$ cat config.mk
export PLATFORM = sky130hd
export DESIGN_NAME = csp_queue
export DESIGN_NICKNAME = d
export VERILOG_FILES = /design/src/rtl/csp_pkg.sv /design/src/rtl/csp_queue.sv
export VERILOG_INCLUDE_DIRS = /design/src /design/src/rtl
export SDC_FILE = /design/constraint.sdc
export NUM_CORES = 1
export LEC_CHECK = 0
export BUFFER_PORTS_ARGS = -buffer_cell sky130_fd_sc_hd__buf_2
export CELL_PAD_IN_SITES_DETAIL_PLACEMENT = 1
export CELL_PAD_IN_SITES_GLOBAL_PLACEMENT = 1
export CORE_ASPECT_RATIO = 0.8
export CORE_MARGIN = 3
export CORE_UTILIZATION = 47
export DETAILED_ROUTE_END_ITERATION = 8
export MAX_ROUTING_LAYER = met4
export PLACE_DENSITY_LB_ADDON = 0.2
export SYNTH_ARGS = -nofsm -noshare
export SYNTH_HDL_FRONTEND = slang
export SYNTH_SLANG_ARGS = --single-unit
$ cat constraint.sdc
create_clock -name clock -period 1.8 [get_ports clock]
set_clock_uncertainty 0.05 [all_clocks]
set_input_delay 0.18 -clock clock [delete_from_list [all_inputs] [get_ports clock]]
set_output_delay 0.18 -clock clock [all_outputs]
set_load 0.01 [all_outputs]
$ cat src/rtl/cloud_sky_pixel_classifier_unit_defines.svh
// assertion macros shared by the sky / cloud / ground classifier rtl
// no dependencies; included by the modules that carry assertions
`ifndef CLOUD_SKY_PIXEL_CLASSIFIER_UNIT_DEFINES_SVH
`define CLOUD_SKY_PIXEL_CLASSIFIER_UNIT_DEFINES_SVH

// condition must hold in the same cycle as the trigger
`define CSP_ASSERT_SAME(label, clk, rst, ante, cons) \
   label: assert property (@(posedge clk) disable iff (rst) (ante) |-> (cons)) \
      else $error("same-cycle check failed");

// condition must hold in the cycle after the trigger
`define CSP_ASSERT_NEXT(label, clk, rst, ante, cons) \
   label: assert property (@(posedge clk) disable iff (rst) (ante) |=> (cons)) \
      else $error("next-cycle check failed");

// condition must never be seen
`define CSP_ASSERT_NEVER(label, clk, rst, cond) \
   label: assert property (@(posedge clk) disable iff (rst) !(cond)) \
      else $error("forbidden condition seen");

`endif

$ cat src/rtl/csp_pkg.sv
// shared types, codes and constants of the sky / cloud / ground classifier
// no dependencies; imported by every module of the block
`default_nettype none

package csp_pkg;

   // register widths
   localparam int THRESHOLD_W = 11;
   localparam int HORIZON_W   = 13;
   localparam int WIDTH_W     = 11;
   localparam int HEIGHT_W    = 13;
   localparam int CSR_DATA_W  = 13;
   localparam int CSR_INDEX_W = 2;

   // result field widths
   localparam int CLASS_W     = 2;
   localparam int ROW_FIELD_W = 12;
   localparam int COL_FIELD_W = 10;

   // register indexes
   localparam logic [CSR_INDEX_W-1:0] CSR_THRESHOLD = 2'd0;
   localparam logic [CSR_INDEX_W-1:0] CSR_HORIZON   = 2'd1;
   localparam logic [CSR_INDEX_W-1:0] CSR_WIDTH     = 2'd2;
   localparam logic [CSR_INDEX_W-1:0] CSR_HEIGHT    = 2'd3;

   // register reset values
   localparam logic [THRESHOLD_W-1:0] THRESHOLD_RESET = 11'd490;
   localparam logic [HORIZON_W-1:0]   HORIZON_RESET   = 13'd280;
   localparam logic [WIDTH_W-1:0]     WIDTH_RESET     = 11'd640;
   localparam logic [HEIGHT_W-1:0]    HEIGHT_RESET    = 13'd480;

   // request opcodes
   localparam logic OPC_PIXEL = 1'b0;
   localparam logic OPC_FLUSH = 1'b1;

   // pixel classes
   localparam logic [CLASS_W-1:0] CLASS_SKY      = 2'd0;
   localparam logic [CLASS_W-1:0] CLASS_INTERIOR = 2'd1;
   localparam logic [CLASS_W-1:0] CLASS_GROUND   = 2'd2;
   localparam logic [CLASS_W-1:0] CLASS_BOUNDARY = 2'd3;

   // line store banks, one per row modulo three
   localparam int BANK_COUNT = 3;
   localparam int BANK_W     = 2;

   // entries of the queue between front and back
   localparam int QUEUE_DEPTH = 4;

   typedef struct packed {
      logic       opcode;
      logic [7:0] red;
      logic [7:0] green;
      logic [7:0] blue;
   } csp_req_type;

   typedef struct packed {
      logic [CLASS_W-1:0]     pixel_class;
      logic [ROW_FIELD_W-1:0] row;
      logic [COL_FIELD_W-1:0] column;
      logic                   last_of_frame;
   } csp_rsp_type;

   // one unit of work handed from the front to the back
   typedef struct packed {
      logic                   emit;
      logic                   last;
      logic                   wr_en;
      logic                   wr_data;
      logic [BANK_W-1:0]      wr_bank;
      logic [BANK_W-1:0]      rd_bank;
      logic                   ground;
      logic                   center_ok;
      logic                   has_up;
      logic                   has_down;
      logic                   has_left;
      logic                   has_right;
      logic [ROW_FIELD_W-1:0] row;
      logic [COL_FIELD_W-1:0] column;
   } csp_work_type;

   function automatic logic [BANK_W-1:0] bank_next(input logic [BANK_W-1:0] bank);
      logic [BANK_W-1:0] result;
      if (bank == BANK_W'(BANK_COUNT - 1)) begin
         result = '0;
      end else begin
         result = bank + 1'b1;
      end
      return result;
   endfunction

   function automatic logic [BANK_W-1:0] bank_prev(input logic [BANK_W-1:0] bank);
      logic [BANK_W-1:0] result;
      if (bank == '0) begin
         result = BANK_W'(BANK_COUNT - 1);
      end else begin
         result = bank - 1'b1;
      end
      return result;
   endfunction

endpackage

`default_nettype wire

$ cat src/rtl/csp_queue.sv
// short first-in first-out queue that decouples the front from the back
// depends on csp_pkg for its depth
`default_nettype none

`include "cloud_sky_pixel_classifier_unit_defines.svh"

module csp_queue #(
   parameter int DATA_W = 8
) (
   input  wire logic              clock,
   input  wire logic              reset,
   input  wire logic              push,
   input  wire logic [DATA_W-1:0] push_data,
   output logic                   full,
   input  wire logic              pop,
   output logic                   pop_valid,
   output logic [DATA_W-1:0]      pop_data
);
   import csp_pkg::*;

   localparam int PTR_W = $clog2(QUEUE_DEPTH);
   localparam int CNT_W = $clog2(QUEUE_DEPTH + 1);

   logic [DATA_W-1:0] slot_ff [QUEUE_DEPTH];
   logic [PTR_W-1:0]  wr_ptr_ff, wr_ptr_in;
   logic [PTR_W-1:0]  rd_ptr_ff, rd_ptr_in;
   logic [CNT_W-1:0]  count_ff,  count_in;

   assign full      = count_ff == CNT_W'(QUEUE_DEPTH);
   assign pop_valid = count_ff != '0;
   assign pop_data  = slot_ff[rd_ptr_ff];

   always_comb begin
      wr_ptr_in = push ? wr_ptr_ff + 1'b1 : wr_ptr_ff;
      rd_ptr_in = pop ? rd_ptr_ff + 1'b1 : rd_ptr_ff;
      unique case ({push, pop})
         2'b10:   count_in = count_ff + 1'b1;
         2'b01:   count_in = count_ff - 1'b1;
         default: count_in = count_ff;
      endcase
   end

   always_ff @(posedge clock) begin
      if (reset) begin
         wr_ptr_ff <= '0;
         rd_ptr_ff <= '0;
         count_ff  <= '0;
      end else begin
         wr_ptr_ff <= wr_ptr_in;
         rd_ptr_ff <= rd_ptr_in;
         count_ff  <= count_in;
      end
   end

   always_ff @(posedge clock) begin
      if (push) begin
         slot_ff[wr_ptr_ff] <= push_data;
      end
   end

   `CSP_ASSERT_NEVER(a_queue_no_overflow, clock, reset, count_ff > CNT_W'(QUEUE_DEPTH))
   `CSP_ASSERT_SAME(a_queue_pop_nonempty, clock, reset, pop, count_ff != '0)
   `CSP_ASSERT_NEXT(a_queue_fill_step, clock, reset, push && !pop, count_ff == $past(count_ff) + 1'b1)

endmodule

`default_nettype wire

* After elaboration in Yosys (flattened, before gate mapping)
Memory sizes are Yosys's and may differ from the RTL's. A register that Yosys moved wholly into a read port is not among the register bits.
Index checks and enable logic that the tools add are counted.
** Storage, ports and cells
- Word-level logic and storage cells :: 18
- Bits of input ports :: 12
- Bits in latches :: 0
- Memory bits (read-only) :: 0
- Memory bits (writable) :: 32
- Memories :: 1
- Register bits after elaboration :: 7
** Memories
- slot_ff :: words 4, width 8, rd ports 1, clocked after Yosys merged registers in 1, wr ports 1, line csp_queue.sv:24 : logic [DATA_W-1:0] slot_ff [QUEUE_DEPTH];
** Cells by class
- Eq/ne operators :: 3
- Multipliers :: 0
- Reduce and logical (&&, ||, !) cells :: 2
- $lt $le $gt $ge :: 0
- $add $sub $neg :: 4
- Div/mod/pow operators :: 0
- Shift operators :: 0
- Mux-type cells :: 5
- Bitwise operators :: 0
** Operator list (number)
- $pmux W3 S2 :: 1
- $add A2 B1 Y2 const B :: 2
- $mux W2 :: 2
- $add A3 B1 Y3 const B :: 1
- $eq A3 B3 Y1 const B :: 1
- $reduce_bool A3 Y1 :: 1
- $sub A3 B1 Y3 const B :: 1
- $eq A2 B1 Y1 const B :: 1
- $eq A2 B2 Y1 const B :: 1
- $mux W1 :: 2
- $reduce_bool A2 Y1 :: 1

* Depth between registers and ports, before layout
- Depth in word-level cells :: 3
- Depth in mapped cells :: 6
- Mapped depth without buffers :: 6

* Worst setup path after synthesis
Ideal clock, no wire load.
- Path type :: input-to-reg
- From :: input push
- To :: register count_ff[2]
- Cell stages on the path :: 6
- Arrival :: 1341 ps
- Setup time :: 70 ps
- Path slack :: 339 ps
- Data required time :: 1680 ps
- Path buffers :: 0
- Cells stage by stage :: inv_1 ha_1 fa_1 xnor2_1 or3_1 a21oi_1
** On the way
- Cells in the longest elaborated chain, start to end :: 2
- Elaborated cells on any way between the ends :: 4
- Classes of those cells :: 2 x eq/ne; 1 x mux; 1 x reduce/logical
** Ends and longest elaborated chain
- from (decl) :: line csp_queue.sv:12 : input wire logic push,
- $eq A2 B1 Y1 / $eq A2 B2 Y1 (equally long branches) :: line csp_queue.sv:36 : unique case ({push, pop})
- $pmux W3 S2 / $reduce_bool A2 Y1 (equally long branches)
- to (signal assigned) :: line csp_queue.sv:51 : count_ff <= count_in;
- to (decl) :: line csp_queue.sv:27 : logic [CNT_W-1:0] count_ff, count_in;
Several ways; a longest one is shown, not always the timed one.
A chain may end at the register's enable or synchronous reset.

==> metrics <==
area growth from synthesis to layout=17.5%; cell count of the worst hold path=1; drt drc=0; Total Power Consumption=2190 uW; detail-routed via count per cell=5.08; Final Non-Filler Cells=152; final setup TNS=0 ns; length in cells of the worst reg-to-reg path=4; internal power=1740 uW; Clk pwr share=0.389; boundary pin count=22; total of fill cells in the finished design=308; pin count of the biggest net entering global routing=14; Power Density=1180 mW/mm2; number of cells after detailed placement=144; Arrival @ worst endpoint=1.47 ns; Final period util=0.944; wire length of the first global-routing pass=4.22 mm; P_sw=449 uW; Final Core Density=0.590; residual overflow from global routing=0; unrepaired setup endpoints after global routing=false; Maximum Capacitance Violations=0; CTS clk-pin slew, worst paths=0.07 ns; post-synthesis register bit count=41; Seq/Total Area, Yosys=0.720; Resize count post-CTS=0; Die Y=57.9 um; Global Route Usage Sum=0.146; worst min-delay path endpoint=slot_ff[1][5]; antenna violation net count after detailed routing=0; antenna violations before repair=0; startpoint types=flop; detailed placement HPWL=1.77 mm; clock latency on the worst-skew pair=0.28 ns; maximum count of clock buffers along a single path=2; commonest cells after routing, fill and taps aside=32 x edfxtp_1, 21 x buf_2, 9 x dfxtp_1, 8 x mux4_2, 7 x nor2_1; via count of the first global-routing pass=848; Hold Path Class=in -> reg; critical path capture point type=output pin; routability congestion estimate from global placement=0.682; clock tree from TritonCTS=yes; total of hold buffers inserted after clock tree synthesis=0; Synth cell types=19; mean instance size in the synthesized netlist=18.6 um2; Comb power frac=0.104; worst r2r dst=count_ff[2]; clock tree root driver cell=clkbuf_8; Core Box Area=0.00315 mm2; hold_sp=push_data[5]; count of mapped cells out of synthesis=85; static leakage=0.000688 uW; first-pass iteration count of the detailed router=4; result of the run=completed; post-synthesis net count=103; data required time of the worst path=1.57 ns; Net Sw Frac=0.205; worst setup slack for register-to-register paths=0.26 ns; warning count from the yosys run=0; diode count=0; register share of total power=0.508; count of endpoints failing hold in the final timing report=0; Rows=18; die area=0.00411 mm2; detail-routed net length per standard cell=16.3 um; startpoint-to-endpoint class of the critical path=reg -> out; number of DRC markers after the initial detailed-route iteration=44; achievable clock frequency=0.589 GHz; most common cell after layout, fill and taps aside=edfxtp_1; Rel. slew slack=0.699; Netlist Area Pre-Place=0.00158 mm2; effective utilization at floorplan=0.502; number of post-CTS setup repair buffers=0; fin. max-slew vios=0; Total Wirelength=2.48 mm; startpoint of the worst register-to-register path=count_ff[0]; count of vias placed by the detailed router=772; layout cell share with drive strength beyond 1=0.339; Die X-Extent=70.9 um; Port Buffers=21; maximum ir drop on the vdd rail=725 uV; measured slew at the worst slew-check pin=0.451 ns; TritonCTS buffer count=5; critical path peak fanout=8; H-Tree Depth=2; count of clock tree sinks=41; layout net count=129; final-report setup violation count=0; final period demand of the worst path=1.70 ns
[critical path, cell delays in order, from the launching register on]
cell and delay (ns):
dfxtp_1 0.31, buf_4 0.20, mux4_2 0.52, buf_2 0.15
[cell usage after synthesis (all sizes together)]
master	instances	area (um2)
a21oi	1	5.00
o21ai	1	5.00
edfxtp	32	961
mux4	8	180
dfxtp	9	180
nand2	1	3.75
nor2	7	26.3
buf	1	11.3
xnor2	3	26.3
or3	2	12.5
xor2	2	17.5
ha	5	62.6
mux2i	2	20.0
clkbuf	2	8.75
fa	1	20.0
and2	4	25.0
inv	3	11.3
nor3b	1	7.51
[cell families (layout without fill, tap and decap cells)]
family	after synthesis	after routing	share of synthesized area
buf+inv	6	33	0.0197
flops	41	41	0.720
xor+xnor	5	5	0.0277
mux	10	10	0.126
compound gates	2	2	0.00631
simple gates	15	15	0.0474
fa+ha+maj	6	6	0.0521
[state kept, by name, indices dropped and copies added (netlist names), named ones only]
register	count
count_ff	3
rd_ptr_ff	2
slot_ff	32
wr_ptr_ff	2
[how the worst max path moves through the flow]
stage                     startpoint     endpoint  slack, ns
after floorplan                 push  count_ff[2]       0.34
after global placement          push  count_ff[2]       0.13
after detailed placement        push  count_ff[2]       0.06
after CTS                       flop  pop_data[7]       0.07
after global routing            flop  pop_data[6]       0.02
final                           flop  pop_data[7]       0.10
[power by group through the flow]
stage	combinational [uW]	sequential [uW]	clock, uW
global placement	226	1130	0
floorplan	159	1120	0
finish	227	1110	852
global route	257	1120	925
detailed placement	234	1130	0
CTS	234	1110	872
[final cells by class]
type | instances | area, um2 | share of cell area
Sequential cell | 41 | 1140 | 0.613
Multi-Input combinational cell | 38 | 412 | 0.221
Timing Repair Buffer | 22 | 113 | 0.0605
Clock buffer | 5 | 68.8 | 0.0370
Clock inverter | 3 | 65.1 | 0.0350
Tap cell | 40 | 50.0 | 0.0269
Inverter | 3 | 11.3 | 0.00605
[per-stage QoR]
step / hold WS (ns) / instance area [um2] / setup slack (ns)
CTS: 0.0465 / 1860 / 0.0714
detailed placement: 0.354 / 1730 / 0.0580
global route: 0.0443 / 1860 / 0.0211
finish: 0.0601 / 1860 / 0.102
floorplan: 0.229 / 1580 / 0.339
global placement: 0.341 / 1730 / 0.131
[per-layer routing]
| layer | GRT usage | share of wire | vias to the layer above |
|---|---|---|---|
| li1 | - | - | 369 |
| met1 | 0.174 | 0.44 | 389 |
| met2 | 0.235 | 0.51 | 14 |
| met3 | 0.0641 | 0.049 | 0 |
| met4 | 0.0241 | 0 | 0 |
| met5 | - | 0 | - |
No activity file was read; power rests on OpenSTA's default activity.
