===== src/rtl/cloud_sky_pixel_classifier_unit_defines.svh =====
// assertion macros shared by the sky / cloud / ground classifier rtl
// no dependencies; included by the modules that carry assertions
`ifndef CLOUD_SKY_PIXEL_CLASSIFIER_UNIT_DEFINES_SVH
`define CLOUD_SKY_PIXEL_CLASSIFIER_UNIT_DEFINES_SVH

// condition must hold in the same cycle as the trigger
`define CSP_ASSERT_SAME(label, clk, rst, ante, cons) \
   label: assert property (@(posedge clk) disable iff (rst) (ante) |-> (cons)) \
      else $error("same-cycle check failed");

// condition must hold in the cycle after the trigger
`define CSP_ASSERT_NEXT(label, clk, rst, ante, cons) \
   label: assert property (@(posedge clk) disable iff (rst) (ante) |=> (cons)) \
      else $error("next-cycle check failed");

// condition must never be seen
`define CSP_ASSERT_NEVER(label, clk, rst, cond) \
   label: assert property (@(posedge clk) disable iff (rst) !(cond)) \
      else $error("forbidden condition seen");

`endif


===== src/rtl/csp_pkg.sv =====
// shared types, codes and constants of the sky / cloud / ground classifier
// no dependencies; imported by every module of the block
`default_nettype none

package csp_pkg;

   // register widths
   localparam int THRESHOLD_W = 11;
   localparam int HORIZON_W   = 13;
   localparam int WIDTH_W     = 11;
   localparam int HEIGHT_W    = 13;
   localparam int CSR_DATA_W  = 13;
   localparam int CSR_INDEX_W = 2;

   // result field widths
   localparam int CLASS_W     = 2;
   localparam int ROW_FIELD_W = 12;
   localparam int COL_FIELD_W = 10;

   // register indexes
   localparam logic [CSR_INDEX_W-1:0] CSR_THRESHOLD = 2'd0;
   localparam logic [CSR_INDEX_W-1:0] CSR_HORIZON   = 2'd1;
   localparam logic [CSR_INDEX_W-1:0] CSR_WIDTH     = 2'd2;
   localparam logic [CSR_INDEX_W-1:0] CSR_HEIGHT    = 2'd3;

   // register reset values
   localparam logic [THRESHOLD_W-1:0] THRESHOLD_RESET = 11'd490;
   localparam logic [HORIZON_W-1:0]   HORIZON_RESET   = 13'd280;
   localparam logic [WIDTH_W-1:0]     WIDTH_RESET     = 11'd640;
   localparam logic [HEIGHT_W-1:0]    HEIGHT_RESET    = 13'd480;

   // request opcodes
   localparam logic OPC_PIXEL = 1'b0;
   localparam logic OPC_FLUSH = 1'b1;

   // pixel classes
   localparam logic [CLASS_W-1:0] CLASS_SKY      = 2'd0;
   localparam logic [CLASS_W-1:0] CLASS_INTERIOR = 2'd1;
   localparam logic [CLASS_W-1:0] CLASS_GROUND   = 2'd2;
   localparam logic [CLASS_W-1:0] CLASS_BOUNDARY = 2'd3;

   // line store banks, one per row modulo three
   localparam int BANK_COUNT = 3;
   localparam int BANK_W     = 2;

   // entries of the queue between front and back
   localparam int QUEUE_DEPTH = 4;

   typedef struct packed {
      logic       opcode;
      logic [7:0] red;
      logic [7:0] green;
      logic [7:0] blue;
   } csp_req_type;

   typedef struct packed {
      logic [CLASS_W-1:0]     pixel_class;
      logic [ROW_FIELD_W-1:0] row;
      logic [COL_FIELD_W-1:0] column;
      logic                   last_of_frame;
   } csp_rsp_type;

   // one unit of work handed from the front to the back
   typedef struct packed {
      logic                   emit;
      logic                   last;
      logic                   wr_en;
      logic                   wr_data;
      logic [BANK_W-1:0]      wr_bank;
      logic [BANK_W-1:0]      rd_bank;
      logic                   ground;
      logic                   center_ok;
      logic                   has_up;
      logic                   has_down;
      logic                   has_left;
      logic                   has_right;
      logic [ROW_FIELD_W-1:0] row;
      logic [COL_FIELD_W-1:0] column;
   } csp_work_type;

   function automatic logic [BANK_W-1:0] bank_next(input logic [BANK_W-1:0] bank);
      logic [BANK_W-1:0] result;
      if (bank == BANK_W'(BANK_COUNT - 1)) begin
         result = '0;
      end else begin
         result = bank + 1'b1;
      end
      return result;
   endfunction

   function automatic logic [BANK_W-1:0] bank_prev(input logic [BANK_W-1:0] bank);
      logic [BANK_W-1:0] result;
      if (bank == '0) begin
         result = BANK_W'(BANK_COUNT - 1);
      end else begin
         result = bank - 1'b1;
      end
      return result;
   endfunction

endpackage

`default_nettype wire


===== src/rtl/csp_front.sv =====
// front end: configuration registers, raster position tracking, cloud test
// depends on csp_pkg; feeds work items into csp_queue
`default_nettype none

module csp_front #(
   parameter int MAX_WIDTH  = 1024,
   parameter int MAX_HEIGHT = 4096
) (
   input  wire logic                                 clock,
   input  wire logic                                 reset,
   input  wire logic                                 csr_write_en,
   input  wire logic [csp_pkg::CSR_INDEX_W-1:0]      csr_index,
   input  wire logic [csp_pkg::CSR_DATA_W-1:0]       csr_data,
   input  wire logic                                 req_valid,
   input  wire csp_pkg::csp_req_type                 req_payload,
   input  wire logic                                 queue_full,
   output logic                                      req_stall,
   output logic                                      push,
   output csp_pkg::csp_work_type                     push_work,
   output logic [$clog2(MAX_WIDTH)-1:0]              push_wr_col,
   output logic [$clog2(MAX_WIDTH)-1:0]              push_rd_col
);
   import csp_pkg::*;

   localparam int COL_W = $clog2(MAX_WIDTH);
   localparam int ROW_W = $clog2(MAX_HEIGHT + 3);
   localparam int CW    = ((COL_W > WIDTH_W) ? COL_W : WIDTH_W) + 1;
   localparam int RW    = ((ROW_W > HEIGHT_W) ? ROW_W : HEIGHT_W) + 1;

   logic [THRESHOLD_W-1:0] threshold_ff;
   logic [HORIZON_W-1:0]   horizon_ff;
   logic [WIDTH_W-1:0]     frame_width_ff;
   logic [HEIGHT_W-1:0]    frame_height_ff;

   logic [ROW_W-1:0]  in_row_ff,   in_row_in;
   logic [COL_W-1:0]  in_col_ff,   in_col_in;
   logic [BANK_W-1:0] in_bank_ff,  in_bank_in;
   logic [ROW_W-1:0]  out_row_ff,  out_row_in;
   logic [COL_W-1:0]  out_col_ff,  out_col_in;
   logic [BANK_W-1:0] out_bank_ff, out_bank_in;

   logic          accept;
   logic [CW-1:0] fw_x, eff_w, in_col_x, out_col_x;
   logic [RW-1:0] fh_x, eff_h, in_row_x, out_row_x, horizon_x;
   logic          emit, last, in_in_frame;
   logic [7:0]    max_c, min_c;
   logic [18:0]   spread, scaled;
   logic          cloud;

   assign req_stall = queue_full;
   assign accept    = req_valid && !queue_full;
   assign push      = accept;

   // configuration writes
   always_ff @(posedge clock) begin
      if (reset) begin
         threshold_ff    <= THRESHOLD_RESET;
         horizon_ff      <= HORIZON_RESET;
         frame_width_ff  <= WIDTH_RESET;
         frame_height_ff <= HEIGHT_RESET;
      end else if (csr_write_en) begin
         unique case (csr_index)
            CSR_THRESHOLD: threshold_ff    <= csr_data[THRESHOLD_W-1:0];
            CSR_HORIZON:   horizon_ff      <= csr_data[HORIZON_W-1:0];
            CSR_WIDTH:     frame_width_ff  <= csr_data[WIDTH_W-1:0];
            CSR_HEIGHT:    frame_height_ff <= csr_data[HEIGHT_W-1:0];
         endcase
      end
   end

   // saturation test on the incoming pixel
   always_comb begin
      max_c = req_payload.red;
      min_c = req_payload.red;
      if (req_payload.green > max_c) max_c = req_payload.green;
      if (req_payload.blue > max_c) max_c = req_payload.blue;
      if (req_payload.green < min_c) min_c = req_payload.green;
      if (req_payload.blue < min_c) min_c = req_payload.blue;
      spread = 19'({max_c - min_c, 10'b0});
      scaled = 19'(threshold_ff) * 19'(max_c);
      cloud  = spread < scaled;
   end

   always_comb begin
      fw_x = CW'(frame_width_ff);
      if (fw_x == '0) begin
         eff_w = CW'(1);
      end else if (fw_x > CW'(MAX_WIDTH)) begin
         eff_w = CW'(MAX_WIDTH);
      end else begin
         eff_w = fw_x;
      end
      fh_x = RW'(frame_height_ff);
      if (fh_x == '0) begin
         eff_h = RW'(1);
      end else if (fh_x > RW'(MAX_HEIGHT)) begin
         eff_h = RW'(MAX_HEIGHT);
      end else begin
         eff_h = fh_x;
      end
   end

   always_comb begin
      in_col_x  = CW'(in_col_ff);
      in_row_x  = RW'(in_row_ff);
      out_col_x = CW'(out_col_ff);
      out_row_x = RW'(out_row_ff);
      horizon_x = RW'(horizon_ff);

      // output runs width+1 positions behind the input
      emit = (in_row_x >= RW'(2)) || ((in_row_x == RW'(1)) && (in_col_x != '0))
          || (in_col_x >= eff_w + CW'(1));
      last = emit && (out_row_x + RW'(1) >= eff_h) && (out_col_x + CW'(1) >= eff_w);
      in_in_frame = (in_row_x < eff_h) && (in_col_x < eff_w);

      push_work.emit      = emit;
      push_work.last      = last;
      push_work.wr_en     = in_in_frame && !last;
      push_work.wr_data   = (req_payload.opcode == OPC_PIXEL) && (in_row_x < horizon_x) && cloud;
      push_work.wr_bank   = in_bank_ff;
      push_work.rd_bank   = out_bank_ff;
      push_work.ground    = out_row_x >= horizon_x;
      push_work.center_ok = (out_row_x < eff_h) && (out_col_x < eff_w);
      push_work.has_up    = out_row_x != '0;
      push_work.has_down  = out_row_x + RW'(1) < eff_h;
      push_work.has_left  = out_col_x != '0;
      push_work.has_right = out_col_x + CW'(1) < eff_w;
      push_work.row       = ROW_FIELD_W'(out_row_ff);
      push_work.column    = COL_FIELD_W'(out_col_ff);
      push_wr_col         = in_col_ff;
      push_rd_col         = out_col_ff;

      in_row_in   = in_row_ff;
      in_col_in   = in_col_ff;
      in_bank_in  = in_bank_ff;
      out_row_in  = out_row_ff;
      out_col_in  = out_col_ff;
      out_bank_in = out_bank_ff;

      if (accept) begin
         if (emit) begin
            if (last) begin
               out_row_in  = '0;
               out_col_in  = '0;
               out_bank_in = '0;
            end else if (out_col_x + CW'(1) >= eff_w) begin
               out_col_in = '0;
               if (out_row_ff < ROW_W'(MAX_HEIGHT + 2)) begin
                  out_row_in  = out_row_ff + 1'b1;
                  out_bank_in = bank_next(out_bank_ff);
               end
            end else begin
               out_col_in = out_col_ff + 1'b1;
            end
         end
         if (last) begin
            in_row_in  = '0;
            in_col_in  = '0;
            in_bank_in = '0;
         end else if (in_col_x + CW'(1) >= eff_w) begin
            in_col_in = '0;
            if (in_row_ff < ROW_W'(MAX_HEIGHT + 2)) begin
               in_row_in  = in_row_ff + 1'b1;
               in_bank_in = bank_next(in_bank_ff);
            end
         end else begin
            in_col_in = in_col_ff + 1'b1;
         end
      end
   end

   always_ff @(posedge clock) begin
      if (reset) begin
         in_row_ff   <= '0;
         in_col_ff   <= '0;
         in_bank_ff  <= '0;
         out_row_ff  <= '0;
         out_col_ff  <= '0;
         out_bank_ff <= '0;
      end else begin
         in_row_ff   <= in_row_in;
         in_col_ff   <= in_col_in;
         in_bank_ff  <= in_bank_in;
         out_row_ff  <= out_row_in;
         out_col_ff  <= out_col_in;
         out_bank_ff <= out_bank_in;
      end
   end

endmodule

`default_nettype wire


===== config.mk =====
export PLATFORM = sky130hd
export DESIGN_NAME = csp_front
export DESIGN_NICKNAME = d
export VERILOG_FILES = /design/src/rtl/cloud_sky_pixel_classifier_unit_defines.svh /design/src/rtl/csp_pkg.sv /design/src/rtl/csp_front.sv
export SDC_FILE = /design/constraint.sdc
export NUM_CORES = 1
export LEC_CHECK = 0
export BUFFER_PORTS_ARGS = -buffer_cell sky130_fd_sc_hd__buf_2
export CAP_MARGIN = 20
export CORE_MARGIN = 2
export CORE_UTILIZATION = 60
export CTS_BUF_LIST = sky130_fd_sc_hd__clkbuf_4 sky130_fd_sc_hd__clkbuf_8
export CTS_CLUSTER_DIAMETER = 150
export DETAILED_ROUTE_END_ITERATION = 7
export PLACE_DENSITY = 0.8
export SLEW_MARGIN = 10
export SYNTH_ARGS = -nofsm -noshare
export SYNTH_HDL_FRONTEND = slang
export SYNTH_SLANG_ARGS = --single-unit
export TNS_END_PERCENT = 1

===== constraint.sdc =====
create_clock -name clock -period 13.7 [get_ports clock]
set_input_delay 1.37 -clock clock [delete_from_list [all_inputs] [get_ports clock]]
set_output_delay 1.37 -clock clock [all_outputs]
set_load 0.01 [all_outputs]

[Word-level counts from Yosys, hierarchy flattened]
Cells that the tools add are included.
Operators by class
  add/sub/neg operators: 11
  multipliers: 1
  order comparisons: 22
  equality and inequality tests: 6
  multiplexer cells: 26
  bitwise operators: 1
  reduce and logical (&&, ||, !) cells: 30
Operators by type and width (count)
  $mux 13: 8
  $mux 10: 4
  $mux 8: 4
  $lt 13x14->1: 2
  $add 13x1->13 const B: 2
  $lt 13x13->1 const B: 2
  $ge 11x12->1: 2
  $lt 10x12->1: 2
  $add 10x1->11 const B: 2
  $mux 11: 2
  $add 10x1->10 const B: 2
  $reduce_bool 10->1: 2
  $lt 18x19->1: 1
  $mul 11x8->19: 1
  $gt 8x8->1: 2
  $lt 8x8->1: 2
  $mux 2: 8
  $add 13x1->14 const B: 1
  $ge 14x14->1: 1
  $lt 14x14->1: 1
  $eq 13x1->1 const B: 1
  $ge 13x13->1: 1
  $ge 13x2->1 const B: 1
  $gt 13x13->1 const B: 1
  other kinds (21): 42
Word-level totals
  flip-flop bits (word level): 98
  input port bits: 45
  output and inout port bits: 58
  word-level logic and storage cells: 107

[Logic depth before layout (Yosys ltp)]
Gate-level depths: netlist of the first run.
  depth after elaboration: 10
  depth in mapped cells: 42
  gate-level depth less buffers: 39

[Worst setup path after synthesis of the first run]
Ideal clock, no wire load.
  path kind: input-to-output
  start: input req_payload[23] (netlist bit)
  end: output push_work[32] (netlist bit)
  arrival time: 10.011 ns
  data required time: 12.330 ns
  setup slack: 2.319 ns
  stages on the path: 38
  path buffers: 3
  cell sequence: inv_1 ha_1 nand4_1 o21bai_1 a21oi_1 clkbuf_1 a21oi_1 ha_1 nor2b_1 o21a_1 o21a_1 o21bai_1 a21oi_1 clkbuf_1 mux2i_1 clkbuf_1 nand2_1 fa_1 [2 not listed] fa_1 inv_1 fa_1 inv_1 ha_1 o21a_1 o21ai_0 a21boi_0 o21ai_0 a21oi_1 o21ai_0 mux2i_1 a2111oi_0 ha_1 or4_1 a221oi_1 a211oi_1 a2111oi_0
RTL lines
  from (decl): line csp_front.sv:15  | input wire csp_pkg::csp_req_type req_payload,
  to (decl): line csp_front.sv:19  | output csp_pkg::csp_work_type push_work,

==> metrics.md, run 1 <==
| Metric | Value |
|---|---|
| H-tree Lvls | 3 |
| EDFF count, synth | 0 |
| M1 WL | 13100 um |
| Yosys reg bits | 98 |
| Number of global-route vias before repair | 9840 |
| Uppermost layer routed | met5 |
| Commonest non-fill, non-tap cells in the layout | ha_1 (202), nand2_1 (150), inv_1 (145) |
| Max_cap viols | 0 |
| Synth Flop Type | dfxtp_1 |
| Dpl hpwl | 22900 um |
| Synth unique cells | 65 |
| Port buffer count | roughly 100 |
| Crit-path slowest cell | mux2i_1 |
| Setup TNS | 0 ns |
| GR Overflow Total | 0 |
| Gpl congestion | 0.921 |
| Cell Area, Synth | between 10000 and 15000 um2 |
| Final core utilization | 65.8% |
| RR Startpoint | frame_width_ff[0] |
| Num CTS Buffers | 9 |
| CTS Hold Bufs | 0 |
| YS warnings | 0 |
| ANT nets after route | 0 |
| Die ar. | 20500 um2 |
| Wirelength, routed | between 20000 and 30000 um |
| WHS | 0.460 ns |
| Pleak | 6.03 nW |
| Worst path max stage delay | between 0.7 and 0.8 ns |
| Syn Nets | 1739 |
| DRC errors left | 0 |
| CTS sink cnt | 98 |
| Max-slew violation count | 0 |
| Worst r2r path cells | 18 |
| Critical Path Sink Type | output port |
| Wire length per cell | 16.2 um |
| Die height | 143 um |
| # resized after CTS | 0 |
| Worst Hold Class | reg -> reg |
| Hold Path Origin | horizon_ff[11] |
| Avg Inst Size Synth | 8.09 um2 |
| Hold depth | 2 |
| Endpoints failing setup | 0 |
| Fin crit share | between 90% and 100% |
| Post-Syn Instances | 1437 |
| Hold Fails Final Rpt | 0 |
| Row Count | 50 |
| GRT Total Usage | around 29% |
| Worst-Skew Late Latency | roughly 0.38 ns |
| CTS tree | yes |
| Worst-path clk slew | around 0.09 ns |
| Via count | between 10000 and 15000 |
| RSZ-0062 raised after global routing | false |
| Initial core utilization | a little over 60% |
| I/O pins | roughly 100 |
| Drt pass-1 iters | 5 |
| Worst Tran Pin Value | 1.07 ns |
| FMAX | 77.5 MHz |
| Worst Skew | 0.0148 ns |
| Worst VDD drop | 0.185 mV |
| Pin count of the biggest net entering global routing | 40 |
| Clock root buffer | clkbuf_8 |
| CP arrival | 11.54 ns |
| Met2 routed WL | 13100 um |
| Rel. slew slack | between 20% and 30% |
| Leading cell type in the layout, fill and taps excluded | ha_1 |
| Register area share after synthesis | between 15 and 20% |
| Nets | 1800 |
| Hold Path Sink | horizon_ff[11] |
| Post-CTS Setup Inserts | 0 |
| WP data required | 12.33 ns |
| Number of vias per cell | slightly below 6 |
| Layout cell share with drive strength beyond 1 | 9.91% |
| First-pass GRT wire length | 47800 um |
| Final min period | 12.91 ns |
| Outcome | finished, final reports clean |
| Routed length on met3 | 1970 um |
| Area Overhead vs Synth | 6.87% |
| Pwr/cell area | 156 nW/um2 |
| Initial antenna violation count | 3 |
| Critical path peak fanout | 12 |
| FF-to-FF End | out_row_ff[4] |
| Initial drt markers | between 700 and 800 |
| Clk buf depth | 2 |
| Flop2flop setup slack | 8.35 ns |
| Asr flop ratio synth | 0% |
| Crit start category | primary input |
| Core ar. | 18900 um2 |
| Die X | 143 um |
| Setup CP Type | in -> out |
cell families (layout without fill, tap and decap cells):
family | Yosys count | after routing | share of synthesized area, %
multiplexers | 39 | 39 | 3.56
adder cells (fa/ha/maj) | 257 | 257 | 31.2
other | 0 | 2 | 0
XOR/XNOR | 50 | 50 | 3.77
flip-flops | 98 | 98 | 16.9
AND/OR/NAND/NOR | 495 | 495 | 21.5
AO/OA/AOI/OAI | 287 | 287 | 15.4
buffers and inverters | 211 | 277 | 7.67
cells in the mapped netlist (14+ instances only):
cell type / number / area (um2)
a21oi_1: 105 / 526
nor2_1: 81 / 304
xnor2_1: 26 / 228
nor3_1: 18 / 90.1
nand3b_1: 14 / 105
o21a_1: 40 / 300
buf_4: 25 / 188
nor2b_1: 17 / 106
a21o_1: 23 / 173
dfxtp_1: 98 / 1960
mux2i_1: 29 / 290
o21ai_0: 47 / 235
and3_1: 22 / 138
clkbuf_1: 34 / 128
nand2_1: 150 / 563
inv_1: 145 / 544
nand2b_1: 14 / 87.6
xor2_1: 24 / 210
and2_1: 75 / 469
ha_1: 202 / 2530
fa_1: 55 / 1100
nand4_1: 19 / 119
nand3_1: 40 / 200
nor4_1: 15 / 93.8
report_power, final:
| group | internal [mW] | switching (mW) | leakage (nW) |
|---|---|---|---|
| Clock | 0.0872 | 0.107 | 0.100 |
| Combinational | 0.618 | 0.832 | 5.14 |
| Sequential | 0.290 | 0.00762 | 0.794 |
how the worst max path moves through the flow:
stage,from,end,cells after the start
floorplan,req_payload[23],push_work[32],38
global placement,req_payload[23],push_work[32],39
detailed placement,req_payload[23],push_work[32],39
CTS,req_payload[23],push_work[32],39
global route,req_payload[23],push_work[32],39
finish,req_payload[23],push_work[32],39
through the flow:
stage / cells / power (mW) / area [um2] / setup WS (ns)
after global placement: 1745 / 1.69 / 12200 / 1.23
after global routing: 1764 / 2.18 / 12400 / 0.131
after detailed placement: 1745 / 1.73 / 12200 / 0.975
final: 1765 / 1.94 / 12400 / 0.794
after floorplan: 1437 / 1.39 / 11600 / 2.32
after CTS: 1761 / 1.94 / 12400 / 0.974
worst max-delay path, delay by kind of cell:
family          cells  cell delay (ns)
fa+ha+maj           8             3.09
buf+inv             8             1.08
simple gates        4             0.86
compound gates     16             3.76
mux                 3             1.35
cell type report:
class	count	area (um2)
fill	1626	6460
clock inverter	6	65.1
inverter	147	552
multi-input combinational	1128	8790
sequential	98	1960
tap	260	325
antenna	2	5.00
clock buffer	10	131
timing repair buffer	114	601
flip-flops by register name, indices dropped and copies added (netlist names):
register and count:
frame_width_ff 11, push_rd_col 10, in_bank_ff 2, horizon_ff 13, threshold_ff 11, push_wr_col 10, out_bank_ff 2, in_row_ff 13
frame_height_ff 13, out_row_ff 13
layer usage:
layer / vias up / GRT usage, %
li1: 5065 / -
met1: 4913 / 39.2
met2: 312 / 47.5
met3: 45 / 4.90
met4: 2 / 6.35
met5: - / 0
No activity file was read; power rests on OpenSTA's default activity.
==> run 2: changes to the inputs <==
==> constraint.sdc (replaced) <==
create_clock -name clock -period 13.7 [get_ports clock]
set_input_delay 4.11 -clock clock [delete_from_list [all_inputs] [get_ports clock]]
set_output_delay 4.11 -clock clock [all_outputs]
set_load 0.01 [all_outputs]
==> metrics.md, run 2 (synthesis results as in run 1) <==
| Metric | Value |
|---|---|
| Outcome | finished, violations left |
| Failing checks | setup timing |
| Worst path max stage delay | around 0.54 ns |
| Clock root buffer | clkbuf_8 |
| Gpl congestion | slightly below 0.9 |
| Nets | 1900 |
| Number of vias per cell | around 5.8 |
| Worst Hold Class | reg -> reg |
| Worst Tran Pin Value | roughly 1.1 ns |
| Crit start category | primary input |
| Worst VDD drop | 0.272 mV |
| Finished Layout Cells | 1863 |
| Layout cell share with drive strength beyond 1 | 19.0% |
| Die X | 143 um |
| CP arrival | 11.96 ns |
| DP Cell Count | 1838 |
| ANT nets after route | 0 |
| Die height | ~140 um |
| Wirelength, routed | 30600 um |
| CTS Hold Bufs | 0 |
| Dpl hpwl | 23800 um |
| Crit-path most repeated cell | fa_1 |
| Area Overhead vs Synth | 16.9% |
| RSZ-0062 raised after global routing | true |
| Final core utilization | 72.0% |
| Initial core utilization | approximately 60% |
| CTS sink cnt | 98 |
| Setup CP Type | in -> out |
| Via count | roughly 11000 |
| WP data required | 9.59 ns |
| Commonest non-fill, non-tap cells in the layout | ha_1 (192), nand2_1 (148), inv_1 (140) |
| Pleak | 6.56 nW |
| Pwr/cell area | 186 nW/um2 |
| DRC errors left | 0 |
| Hold Path Origin | horizon_ff[12] |
| Max-slew violation count | 0 |
| Pin count of the biggest net entering global routing | 74 |
| Die ar. | 20500 um2 |
| Initial antenna violation count | 0 |
| Rel. slew slack | 28.3% |
| Fin crit share | 117% |
| Clk buf depth | 2 |
| Num CTS Buffers | 9 |
| Final min period | between 15 and 20 ns |
| Row Count | 50 |
| FMAX | 62.2 MHz |
| Critical path peak fanout | 7 |
| Worst-path clk slew | 0.10 ns |
| I/O pins | 103 |
| Port buffer count | 102 |
| Number of global-route vias before repair | 10800 |
| Critical Path Sink Type | output port |
| First-pass GRT wire length | about 52000 um |
| Crit-path slowest cell | fa_1 |
| CP Launch Point | req_payload[21] |
| H-tree Lvls | 3 |
| Multi-input logic area | 9170 um2 |
| Initial drt markers | 823 |
| Worst Skew | slightly above 0.02 ns |
| Wire length per cell | 16.4 um |
| Filler Cell Count | 1463 |
| RR Startpoint | frame_width_ff[0] |
| Leading cell type in the layout, fill and taps excluded | ha_1 |
| Core ar. | 18900 um2 |
| Worst-Skew Late Latency | 0.40 ns |
| Endpoints failing setup | 1 |
| Hold Fails Final Rpt | 0 |
| Sequential standard cell area | 1960 um2 |
| GR Overflow Total | 0 |
| Final WS setup | -2.37 ns |
| Max_cap viols | 0 |
| Drt pass-1 iters | 5 |
| CTS tree | yes |
| Antenna diodes | 0 |
| GRT Total Usage | roughly 30% |
run 2: stage by stage:
stage                     cell area [um2]  power (mW)  hold slack (ns)  setup WS [ns]  setup TNS, ns
after floorplan                     11900        1.47            0.436          -1.79          -1.79
after global placement              13100        1.97            0.444          -2.52          -2.52
after detailed placement            13100        2.02            0.449          -2.76          -2.76
after CTS                           13600        2.48            0.463          -2.24          -2.24
after global routing                13600        2.78            0.485          -2.80          -2.80
final                               13600        2.53            0.461          -2.37          -2.37
run 2: cell type report:
class                      instances  share of cell area [%]
clock inverter                     6                   0.433
sequential                        98                    14.4
tap                              260                    2.39
timing repair buffer             213                    10.2
multi-input combinational       1129                    67.4
inverter                         147                    4.15
clock buffer                      10                    1.01
run 2: path summary, 6_finish.rpt:
check                    to  slack (ns)  cells after the start
min reg2reg  horizon_ff[12]        0.46                      2
min          horizon_ff[12]        0.46                      2
max reg2reg   out_row_ff[4]        8.59                     18
max           push_work[32]       -2.37                     40
run 2: worst max-delay path, delay by kind of cell:
family / cells / cell delay (ns)
fa+ha+maj: 8 / 3.12
buf+inv: 8 / 0.86
mux: 1 / 0.16
xor+xnor: 1 / 0.08
simple gates: 8 / 1.26
compound gates: 14 / 2.36
run 2: routing by layer:
metal	wire (um)	GRT usage [%]	vias to the layer above
li1	-	-	5273
met2	14200	51.3	350
met5	0	0	-
met4	403	6.66	0
met1	14000	42.7	5167
met3	2010	4.76	43
run 2: repair_timing:
action,4_1_cts,5_1_grt
pin swaps,25,0
cloned,2,0
setup endpoints to repair,1,1
resized for setup,41,1
buffers inserted,8,0
run 2: where the power goes:
group / leakage (nW) / internal (mW) / switching [mW] / total [mW]
combinational: 5.67 / 0.994 / 1.04 / 2.04
sequential: 0.794 / 0.290 / 0.00748 / 0.298
clock: 0.0962 / 0.0746 / 0.118 / 0.193
==> run 3: changes to the inputs <==
- CORE_ASPECT_RATIO: not set -> 0.75
- SETUP_SLACK_MARGIN: not set -> 0.02
==> metrics.md, run 3 (synthesis results as in run 1) <==
| Metric | Value |
|---|---|
| DRC errors left | 1 |
| Worst-path clk slew | 0.09 ns |
| Number of vias per cell | 5.90 |
| CTS tree | yes |
| Die height | 125 um |
| Worst Skew | 0.0138 ns |
| Wire length per cell | 16.7 um |
| Antenna diodes | 0 |
| Die ar. | 20500 um2 |
| DP Cell Count | about 1800 |
| WP data required | 9.59 ns |
| Wirelength, routed | slightly above 30000 um |
| Final min period | 16.20 ns |
| Worst-Skew Late Latency | 0.39 ns |
| Layout cell share with drive strength beyond 1 | roughly 20% |
| Worst Hold Class | reg -> reg |
| Commonest non-fill, non-tap cells in the layout | ha_1 (188), nand2_1 (147), inv_1 (140) |
| Final WS setup | -2.50 ns |
| Filler Cell Count | 1482 |
| Port buffer count | ~100 |
| Dpl ws | -2.67 ns |
| Max-slew violation count | 0 |
| Via count | 11000 |
| GRT Total Usage | a little under a third |
| Nets | 1904 |
| Core ar. | 19200 um2 |
| Delay-heaviest family, CP | adder cells |
| Crit start category | primary input |
| Pin count of the biggest net entering global routing | between 70 and 80 |
| Pleak | 6.59 nW |
| Clock root buffer | clkbuf_8 |
| Leading cell type in the layout, fill and taps excluded | ha_1 |
| Failing checks | DRC, setup timing |
| FMAX | approximately 62 MHz |
| Post-placement cell area | roughly 13000 um2 |
| Number of global-route vias before repair | between 10000 and 15000 |
| Initial antenna violation count | 0 |
| CTS Hold Bufs | 0 |
| Outcome | finished, violations left |
| Dpl hpwl | 24600 um |
| Worst path max stage delay | approximately 0.53 ns |
| Crit-path slowest cell | fa_1 |
| Worst Tran Pin Value | 1.08 ns |
| Area Overhead vs Synth | 17.1% |
| Hold Fails Final Rpt | 0 |
| Max_cap viols | 0 |
| Buffers & Inverters on Critical Path | 11 |
| CTS sink cnt | a little under 100 |
| GR Overflow Total | 0 |
| Initial drt markers | 1291 |
| Fin crit share | 118% |
| ANT nets after route | 0 |
| Worst VDD drop | ~0.35 mV |
| Row Count | 44 |
| RSZ-0062 raised after global routing | true |
| Initial core utilization | 60.7% |
| I/O pins | 103 |
| Finished Layout Cells | ~1900 |
| Critical path peak fanout | 7 |
| Drt pass-1 iters | 8 |
| Critical Path Sink Type | output port |
| Setup CP Type | in -> out |
| Die X | 165 um |
| H-tree Lvls | 3 |
| Gpl congestion | 0.900 |
| Endpoints failing setup | 1 |
| WHS | 0.461 ns |
| First-pass GRT wire length | 51300 um |
| Clk buf depth | 2 |
| CP arrival | 12.09 ns |
| Final instance area | 13600 um2 |
| Rel. slew slack | 27.7% |
| Pwr/cell area | 197 nW/um2 |
| Num CTS Buffers | 9 |
-- run 3: changes by cell type in the layout (fill, tap and decap cells not counted), moves of 3 or more --
cell	delta
a21oi_2	+4
buf_6	+4
ha_1	-4
ha_2	+4
a21oi_4	-3
buf_4	+3
-- run 3: final timing paths --
kind,from,endpoint,slack [ns],cells after the start
setup / recovery,req_payload[21],push_work[32],-2.50,43
hold / removal,horizon_ff[6],horizon_ff[6],0.46,2
setup reg to reg,frame_width_ff[0],out_row_ff[4],8.51,18
hold reg to reg,horizon_ff[6],horizon_ff[6],0.46,2
-- run 3: final cells by class --
class | instances | area [um2] | area share [%]
clock buffer | 10 | 138 | 1.01
clock inverter | 5 | 85.1 | 0.625
inverter | 147 | 564 | 4.14
multi-input combinational | 1128 | 9150 | 67.1
sequential | 98 | 1960 | 14.4
tap | 253 | 317 | 2.32
timing repair buffer | 218 | 1410 | 10.4
-- run 3: power breakdown --
group	switching (mW)	total (mW)	internal, mW
registers	0.00788	0.298	0.290
logic	1.11	2.17	1.05
clock network	0.113	0.221	0.108
total	1.23	2.68	1.45
-- run 3: repair_timing --
item,4_1_cts,5_1_grt
pin swaps,26,24
endpoints found under the setup margin,1,1
gates resized for setup,29,16
gates cloned,0,0
buffers inserted,9,7
-- run 3: metrics by stage --
stage / power [mW] / TNS, ns / utilization, %
finish: 2.68 / -2.50 / 71.1
CTS: 2.51 / -2.44 / 70.5
global route: 2.91 / -2.99 / 71.1
detailed placement: 2.09 / -2.67 / 68.3
global placement: 2.03 / -2.43 / 68.2
floorplan: 1.47 / -1.79 / -
-- run 3: worst register-to-register path: cells and delay by family, from the launching register on --
family / cells / cell delay [ns]
simple gates: 8 / 2.12
buf+inv: 1 / 0.28
xor+xnor: 1 / 0.17
fa+ha+maj: 2 / 0.61
flops: 1 / 0.36
compound gates: 6 / 1.58
-- run 3: layer usage --
metal | wire [um] | vias up | track usage [%]
li1 | - | 5276 | -
met1 | 15200 | 5214 | 47.5
met2 | 13000 | 428 | 44.6
met3 | 2480 | 51 | 4.86
met4 | 421 | 0 | 6.09
met5 | 0 | - | 0
